$ cat config.mk
export PLATFORM = sky130hd
export DESIGN_NAME = low_precision_float_converter
export DESIGN_NICKNAME = d
export VERILOG_FILES = /design/src/design/lpfc_pkg.sv /design/src/design/lpfc_convert.sv /design/src/design/low_precision_float_converter.sv
export SDC_FILE = /design/constraint.sdc
export NUM_CORES = 1
export LEC_CHECK = 0
export BUFFER_PORTS_ARGS = -buffer_cell sky130_fd_sc_hd__buf_2
export CORE_MARGIN = 3
export CORE_UTILIZATION = 40
export CTS_BUF_LIST = sky130_fd_sc_hd__clkbuf_8 sky130_fd_sc_hd__clkbuf_16
export CTS_CLUSTER_SIZE = 28
export DETAILED_ROUTE_END_ITERATION = 8
export SLEW_MARGIN = 20
export SYNTH_ARGS = -nofsm -noshare
export SYNTH_HDL_FRONTEND = slang
export SYNTH_SLANG_ARGS = --single-unit
$ cat constraint.sdc
create_clock -name clock -period 4 [get_ports clock]
set_input_delay 0.4 -clock clock [delete_from_list [all_inputs] [get_ports clock]]
set_output_delay 0.4 -clock clock [all_outputs]
set_load 0.05 [all_outputs]
$ cat src/design/lpfc_pkg.sv
// package: mode codes and conversion functions for the low precision float converter
package lpfc_pkg;

   typedef enum logic [2:0] {
      MODE_F32_BF16  = 3'd0,
      MODE_BF16_F32  = 3'd1,
      MODE_F32_E4M3  = 3'd2,
      MODE_E4M3_F32  = 3'd3,
      MODE_F32_E5M2  = 3'd4,
      MODE_E5M2_F32  = 3'd5,
      MODE_F32_E2M1  = 3'd6,
      MODE_E2M1_F32  = 3'd7
   } mode_type;

   localparam logic [31:0] QNAN32 = 32'h7FC0_0000;
   localparam logic [31:0] INF32  = 32'h7F80_0000;
   localparam logic [6:0]  E4M3_SAT = 7'h7E;
   localparam logic [6:0]  E5M2_SAT = 7'h7C;

   localparam logic [30:0] THR_5P0  = 31'h40A0_0000;
   localparam logic [30:0] THR_3P5  = 31'h4060_0000;
   localparam logic [30:0] THR_2P5  = 31'h4020_0000;
   localparam logic [30:0] THR_1P75 = 31'h3FE0_0000;
   localparam logic [30:0] THR_1P25 = 31'h3FA0_0000;
   localparam logic [30:0] THR_0P75 = 31'h3F40_0000;
   localparam logic [30:0] THR_0P25 = 31'h3E80_0000;

   function automatic logic [15:0] to_bf16(input logic [31:0] w);
      logic [31:0] sum;
      begin
         sum = w + 32'h0000_7FFF + {31'd0, w[16]};
         if (w[30:23] == 8'hFF)
            to_bf16 = {w[31], 15'h7F80 | {8'd0, (w[22:0] != 23'd0), 6'd0}};
         else if (w[30:23] == 8'd0 && w[22:16] == 7'd0)
            to_bf16 = {w[31], 15'd0};
         else
            to_bf16 = sum[31:16];
      end
   endfunction

   // e4m3 when is_e4m3, else e5m2; truncating
   function automatic logic [7:0] to_fp8(input logic [31:0] w, input logic is_e4m3);
      logic [9:0]  e;
      logic [8:0]  sh;
      logic [23:0] shifted;
      logic [2:0]  k;
      logic [6:0]  res;
      begin
         if (is_e4m3) e = {2'd0, w[30:23]} - 10'd120;
         else         e = {2'd0, w[30:23]} - 10'd112;
         // subnormal shift: (1-e) + 23 - mb
         sh = is_e4m3 ? 9'(10'd21 - e) : 9'(10'd22 - e);
         shifted = (sh > 9'd23) ? 24'd0 : ({1'b1, w[22:0]} >> sh[4:0]);
         res = 7'd0;
         if (w[30:0] == 31'd0)
            res = 7'd0;
         else if (w[30:23] == 8'hFF)
            res = (w[22:0] != 23'd0) ? 7'h7F : (is_e4m3 ? E4M3_SAT : E5M2_SAT);
         else if (e[9] || e == 10'd0) begin
            if (sh > 9'd23) res = 7'd0;
            else res = is_e4m3 ? {4'd0, shifted[2:0]} : {5'd0, shifted[1:0]};
         end else if (is_e4m3) begin
            k = w[22:20];
            if (e > 10'd15) res = E4M3_SAT;
            else if (e == 10'd15 && k == 3'd7) res = {4'd15, 3'd6};
            else res = {e[3:0], k};
         end else begin
            if (e >= 10'd31) res = E5M2_SAT;
            else res = {e[4:0], w[22:21]};
         end
         to_fp8 = {w[31], res};
      end
   endfunction

   function automatic logic [31:0] sub_to_f32(input logic s, input logic [2:0] m,
                                              input logic [7:0] base);
      begin
         if (m[2])      sub_to_f32 = {s, 8'(base + 8'd2), m[1:0], 21'd0};
         else if (m[1]) sub_to_f32 = {s, 8'(base + 8'd1), m[0], 22'd0};
         else           sub_to_f32 = {s, base, 23'd0};
      end
   endfunction

   function automatic logic [31:0] from_e4m3(input logic [7:0] c);
      begin
         if (c[6:3] == 4'd0)
            from_e4m3 = (c[2:0] != 3'd0) ? sub_to_f32(c[7], c[2:0], 8'd118)
                                         : {c[7], 31'd0};
         else if (c[6:0] == 7'h7F)
            from_e4m3 = {c[7], QNAN32[30:0]};
         else
            from_e4m3 = {c[7], 8'({4'd0, c[6:3]} + 8'd120), c[2:0], 20'd0};
      end
   endfunction

   function automatic logic [31:0] from_e5m2(input logic [7:0] c);
      begin
         if (c[6:2] == 5'd0)
            from_e5m2 = (c[1:0] != 2'd0) ? sub_to_f32(c[7], {1'b0, c[1:0]}, 8'd111)
                                         : {c[7], 31'd0};
         else if (c[6:2] == 5'd31)
            from_e5m2 = {c[7], (c[1:0] != 2'd0) ? QNAN32[30:0] : INF32[30:0]};
         else
            from_e5m2 = {c[7], 8'({3'd0, c[6:2]} + 8'd112), c[1:0], 21'd0};
      end
   endfunction

   function automatic logic [3:0] to_e2m1(input logic [31:0] w);
      logic [30:0] a;
      logic [2:0]  c;
      begin
         a = w[30:0];
         if (a == 31'd0)                  c = 3'd0;
         else if (w[30:23] == 8'hFF)      c = (w[22:0] != 23'd0) ? 3'd7 : 3'd6;
         else if (a >= THR_5P0)           c = 3'd7;
         else if (a >= THR_3P5)           c = 3'd6;
         else if (a >= THR_2P5)           c = 3'd5;
         else if (a >= THR_1P75)          c = 3'd4;
         else if (a >= THR_1P25)          c = 3'd3;
         else if (a >= THR_0P75)          c = 3'd2;
         else if (a >= THR_0P25)          c = 3'd1;
         else                             c = 3'd0;
         to_e2m1 = {w[31], c};
      end
   endfunction

   function automatic logic [31:0] from_e2m1(input logic [3:0] c);
      begin
         if (c[2:1] == 2'd0)
            from_e2m1 = c[0] ? {c[3], 31'h3F00_0000} : {c[3], 31'd0};
         else
            from_e2m1 = {c[3], 8'({6'd0, c[2:1]} + 8'd126), c[0], 22'd0};
      end
   endfunction

endpackage

$ cat src/design/lpfc_convert.sv
// combinational conversion datapath selected by mode
module lpfc_convert (
   input  logic [2:0]  mode,
   input  logic [31:0] source_word,
   output logic [31:0] converted_word
);
   always_comb begin
      case (lpfc_pkg::mode_type'(mode))
         lpfc_pkg::MODE_F32_BF16: converted_word = {16'd0, lpfc_pkg::to_bf16(source_word)};
         lpfc_pkg::MODE_BF16_F32: converted_word = {source_word[15:0], 16'd0};
         lpfc_pkg::MODE_F32_E4M3: converted_word = {24'd0, lpfc_pkg::to_fp8(source_word, 1'b1)};
         lpfc_pkg::MODE_E4M3_F32: converted_word = lpfc_pkg::from_e4m3(source_word[7:0]);
         lpfc_pkg::MODE_F32_E5M2: converted_word = {24'd0, lpfc_pkg::to_fp8(source_word, 1'b0)};
         lpfc_pkg::MODE_E5M2_F32: converted_word = lpfc_pkg::from_e5m2(source_word[7:0]);
         lpfc_pkg::MODE_F32_E2M1: converted_word = {28'd0, lpfc_pkg::to_e2m1(source_word)};
         lpfc_pkg::MODE_E2M1_F32: converted_word = lpfc_pkg::from_e2m1(source_word[3:0]);
         default:                 converted_word = 32'd0;
      endcase
   end
endmodule

$ cat src/design/low_precision_float_converter.sv
// top level: input register, conversion logic, result register
//  channel | ports                               | direction
//  req     | req_valid req_ready req_mode req_source_word | in
//  rsp     | rsp_valid rsp_ready rsp_converted_word       | out
// one beat per cycle while rsp is not stalled; a beat passes the input register, then the result register
// the input stage and result stage each hold one beat
// req_ready drops only when both stages are full and rsp is stalled
// synchronous active-high reset clears the valid flags
module low_precision_float_converter (
   input  logic        clock,
   input  logic        reset,
   input  logic        req_valid,
   output logic        req_ready,
   input  logic [2:0]  req_mode,
   input  logic [31:0] req_source_word,
   output logic        rsp_valid,
   input  logic        rsp_ready,
   output logic [31:0] rsp_converted_word
);
   logic        in_vld_ff, in_vld_in;
   logic [2:0]  mode_ff;
   logic [31:0] word_ff;
   logic        out_vld_ff, out_vld_in;
   logic [31:0] res_ff;
   logic [31:0] res_in;
   logic        adv;

   lpfc_convert u_conv (
      .mode           (mode_ff),
      .source_word    (word_ff),
      .converted_word (res_in)
   );

   assign adv       = in_vld_ff && (!out_vld_ff || rsp_ready);
   assign req_ready = !in_vld_ff || adv;
   assign in_vld_in = (req_valid && req_ready) || (in_vld_ff && !adv);
   assign out_vld_in = adv || (out_vld_ff && !rsp_ready);
   assign rsp_valid = out_vld_ff;
   assign rsp_converted_word = res_ff;

   always_ff @(posedge clock) begin
      if (reset) begin
         in_vld_ff  <= 1'b0;
         out_vld_ff <= 1'b0;
      end else begin
         in_vld_ff  <= in_vld_in;
         out_vld_ff <= out_vld_in;
      end
   end

   always_ff @(posedge clock) begin
      if (req_valid && req_ready) begin
         mode_ff <= req_mode;
         word_ff <= req_source_word;
      end
      if (adv) res_ff <= res_in;
   end
endmodule
==> run_summary.xml <==
<?xml version="1.0" encoding="UTF-8"?>
<metrics>
  <group name="routing">
    <metric name="drc_violations_left" unit="">0</metric>
    <metric name="routed_vias_inst" unit="">5.85</metric>
    <metric name="initialDrtViolationCount" unit="">392</metric>
    <metric name="detailed_route_via_count" unit="">4512</metric>
    <metric name="avgRoutedWirePerCell" unit="um">18.2</metric>
    <metric name="drtPass1Iterations" unit="">5</metric>
    <metric name="antenna_left" unit="">0</metric>
    <metric name="total_wire_length" unit="um">14000</metric>
  </group>
  <group name="clocking">
    <metric name="clk_transition_reported_paths" unit="ns">0.06</metric>
    <metric name="cts.hold.buffers_added" unit="">0</metric>
    <metric name="tritoncts_buffers" unit="">9</metric>
    <metric name="clk-insertion-delay-late" unit="ns">0.35</metric>
    <metric name="tritoncts_num_sinks" unit="">69</metric>
    <metric name="htree_num_levels" unit="">3</metric>
    <metric name="clk_buf_depth" unit="">2</metric>
    <metric name="post-cts-setup-buffer-count" unit="">0</metric>
    <metric name="cts_tree" unit="">built</metric>
    <metric name="cts_resized" unit="">0</metric>
    <metric name="clock-root-buffer" unit="">clkbuf_16</metric>
  </group>
  <group name="finish">
    <metric name="layout-area-overhead-vs-synth" unit="%">16.0</metric>
    <metric name="n_diodes" unit="">0</metric>
    <metric name="finalNetCount" unit="">649</metric>
    <metric name="drive_gt1_share" unit="%">22.0</metric>
    <metric name="layout.cells.most_common_list" unit="">buf_2, edfxtp_1, nand2_1</metric>
    <metric name="finalCoreUtilization" unit="%">47.7</metric>
    <metric name="commonest_non_fill_non_tap_cell_in_the_layout" unit="">buf_2</metric>
    <metric name="number_of_inserted_filler_cells_in_the_final_layout" unit="">1215</metric>
  </group>
  <group name="hold_path">
    <metric name="timing.hold.worst.start" unit="">reset</metric>
    <metric name="number_of_instances_on_the_worst_hold_path" unit="">2</metric>
    <metric name="class_of_the_tightest_hold_or_removal_check" unit="">in2reg</metric>
    <metric name="holdPathEnd" unit="">rsp_valid$_SDFF_PP0_</metric>
  </group>
  <group name="logic_synthesis">
    <metric name="synth_top_flop_cell" unit="">edfxtp_1</metric>
    <metric name="synth.cell_area" unit="um2">5210</metric>
    <metric name="postSynthNetCount" unit="">589</metric>
    <metric name="yosys_register_bits" unit="">69</metric>
    <metric name="mean_cell_area_of_the_mapped_netlist" unit="um2">9.75</metric>
    <metric name="post_synth_inst_count" unit="">534</metric>
    <metric name="async_flop_share" unit="%">0</metric>
    <metric name="ys_warn_count" unit="">0</metric>
    <metric name="yosys.cell_types.count" unit="">68</metric>
    <metric name="synth-edff-count" unit="">67</metric>
    <metric name="portion_of_the_post_synthesis_area_used_by_sequential_elements" unit="%">39.4</metric>
  </group>
  <group name="global_route">
    <metric name="grt_first_pass_wirelength" unit="um">22900</metric>
    <metric name="grt_start_max_net_pins" unit="">36</metric>
    <metric name="gr-usage-all-layers" unit="%">20.1</metric>
    <metric name="vias_in_the_first_global_route" unit="">4351</metric>
    <metric name="grt-ovfl-total" unit="">0</metric>
    <metric name="antenna_found_initial" unit="">0</metric>
  </group>
  <group name="critical_path">
    <metric name="cell_occurring_most_often_along_the_worst_timing_path" unit="">a32oi_1</metric>
    <metric name="crit_type" unit="">reg2reg</metric>
    <metric name="worstSetupPathDepth" unit="">9</metric>
    <metric name="timing.critical_path.slowest_cell_delay" unit="ns">0.59</metric>
    <metric name="worst_setup_path_start_kind" unit="">register</metric>
    <metric name="cp.arrival" unit="ns">3.31</metric>
    <metric name="r2r_setup_slack" unit="ns">0.77</metric>
    <metric name="rr_worst_depth" unit="">9</metric>
    <metric name="critical_path.reg2reg.endpoint" unit="">rsp_converted_word[1]$_DFFE_PP_</metric>
    <metric name="worstPathRequired" unit="ns">4.08</metric>
    <metric name="critPathSlowestCell" unit="">xnor2_1</metric>
    <metric name="end_kind" unit="">register</metric>
    <metric name="critical_path.top_delay_family" unit="">multiplexers</metric>
    <metric name="r2r_start" unit="">word_ff[24]$_DFFE_PP_</metric>
    <metric name="worstPathMaxFanout" unit="">18</metric>
    <metric name="critical_path.n_buffers_inverters" unit="">1</metric>
    <metric name="cp_cell_sequence" unit="">buf_4 &gt; ha_1 &gt; xnor2_1 &gt; mux4_2 &gt; mux2_2 &gt; a21oi_1 &gt; o21ai_0 &gt; a32oi_1 &gt; a32oi_1</metric>
  </group>
  <group name="placement">
    <metric name="hpwl" unit="um">10200</metric>
    <metric name="place.port_buffers" unit="">72</metric>
    <metric name="gp_congestion" unit="">0.960</metric>
  </group>
  <group name="power_and_ir_drop">
    <metric name="p_per_area" unit="nW/um2">357</metric>
    <metric name="total_leakage_power" unit="nW">2.27</metric>
    <metric name="peakVddDrop" unit="mV">0.335</metric>
  </group>
  <group name="sta">
    <metric name="finalCritPeriodShare" unit="%">80.6</metric>
    <metric name="worst_slew_pin_slew" unit="ns">1.00</metric>
    <metric name="normalized_max_slew_margin" unit="%">32.6</metric>
    <metric name="period_minus_slack" unit="ns">3.23</metric>
    <metric name="achievable-frequency" unit="MHz">310</metric>
    <metric name="maxSlewViolCount" unit="">0</metric>
    <metric name="setup_repair_after_global_routing_missed_its_margin" unit="">no</metric>
    <metric name="final_hold_viol_count" unit="">0</metric>
    <metric name="fin_worst_skew" unit="ns">0.00983</metric>
    <metric name="fin_setup_tns" unit="ns">0</metric>
    <metric name="report.final.setup_viol" unit="">0</metric>
  </group>
  <group name="floorplan">
    <metric name="rows" unit="">41</metric>
    <metric name="die_height" unit="um">120</metric>
    <metric name="die-area" unit="um2">14400</metric>
    <metric name="core_region_area" unit="um2">12700</metric>
    <metric name="floorplan.initialDensity" unit="%">41.1</metric>
    <metric name="die_width" unit="um">120</metric>
    <metric name="io_pins" unit="">73</metric>
  </group>
  <group name="job">
    <metric name="maxCapViolCount" unit="">0</metric>
  </group>
  <group name="status">
    <metric name="outcome" unit="">complete, no violations</metric>
  </group>
</metrics>
[where the power goes]
group / total [mW] / internal, mW / switching, mW
combinational: 0.442 / 0.176 / 0.266
sequential: 0.897 / 0.843 / 0.0539
clock: 0.815 / 0.491 / 0.324
total: 2.15 / 1.51 / 0.644
[metrics by stage]
stage	setup slack, ns	cell area, um2	hold WS [ns]	total power, mW	cells
floorplan	0.633	5210	0.472	1.23	534
global placement	0.926	5730	0.491	1.35	755
detailed placement	0.804	5730	0.502	1.35	755
CTS	0.784	6040	0.206	2.18	771
global route	0.549	6040	0.204	2.26	771
finish	0.774	6040	0.215	2.15	771
[cell type report]
type / count / area, um2 / share of cell area [%]
Multi-Input combinational cell: 411 / 2930 / 48.5
Sequential cell: 69 / 2050 / 34.0
Timing Repair Buffer: 88 / 480 / 7.96
Clock buffer: 9 / 225 / 3.73
Tap cell: 172 / 215 / 3.56
Clock inverter: 7 / 81.3 / 1.35
Inverter: 15 / 56.3 / 0.932
[state kept, by name, indices dropped and copies added (netlist names)]
signal and count:
mode_ff 3, rsp_converted_word 32, rsp_valid 1, word_ff 32, in_vld_ff 1
[how the worst max path moves through the flow]
| stage | start | to | slack [ns] |
|---|---|---|---|
| floorplan | word_ff[24]$_DFFE_PP_ | rsp_converted_word[0]$_DFFE_PP_ | 0.63 |
| global placement | word_ff[24]$_DFFE_PP_ | rsp_converted_word[1]$_DFFE_PP_ | 0.93 |
| detailed placement | word_ff[24]$_DFFE_PP_ | rsp_converted_word[1]$_DFFE_PP_ | 0.80 |
| CTS | word_ff[24]$_DFFE_PP_ | rsp_converted_word[1]$_DFFE_PP_ | 0.78 |
| global route | word_ff[24]$_DFFE_PP_ | rsp_converted_word[1]$_DFFE_PP_ | 0.55 |
| finish | word_ff[24]$_DFFE_PP_ | rsp_converted_word[1]$_DFFE_PP_ | 0.77 |
[Yosys cell counts, drive strengths merged (3+ instances only)]
master	number	area share, %
inv	13	0.94
nor2b	8	0.96
xor2	5	0.99
or3	5	0.62
nor4	9	1.5
nand4	7	0.84
edfxtp	67	39
nor3	12	1.2
a21oi	27	2.6
a22o	3	0.50
mux2	4	0.86
a31oi	8	0.96
o21a	5	0.72
o2111ai	3	0.50
nand2b	7	0.84
o21ai	44	4.2
clkbuf	27	1.9
mux4	19	8.3
a32oi	7	1.2
o211ai	3	0.43
xnor2	17	2.9
or4	4	0.58
o311ai	3	0.50
nor2	40	2.9
nand2	55	4.0
and2	11	1.3
a211oi	4	0.58
mux2i	15	2.9
buf	11	1.2
and3	10	1.2
a21o	5	0.72
ha	16	3.8
o31ai	3	0.43
a221oi	3	0.50
o22ai	7	0.84
nand3	16	1.5
nor3b	3	0.43
[logic make-up after synthesis]
kind of cell             synth area share [%]
flip-flops                               39.4
AO/OA/AOI/OAI                            17.3
XOR/XNOR                                 3.84
multiplexers                             12.0
adder cells (fa/ha/maj)                  3.84
buffers and inverters                    4.42
AND/OR/NAND/NOR                          19.1
[worst register-to-register path, stage by stage (launching register included)]
cell	delay (ns)
edfxtp_1	0.39
buf_4	0.23
ha_1	0.29
xnor2_1	0.59
mux4_2	0.58
mux2_2	0.28
a21oi_1	0.15
o21ai_0	0.09
a32oi_1	0.22
a32oi_1	0.14
[routing by layer]
layer	share of wire, %	up-vias	track usage [%]
met2	46	185	30.4
met1	45	2158	28.4
li1	-	2153	-
met5	0	-	0
met4	1.3	0	5.15
met3	7.1	16	5.89
No activity file was read; power rests on OpenSTA's default activity.
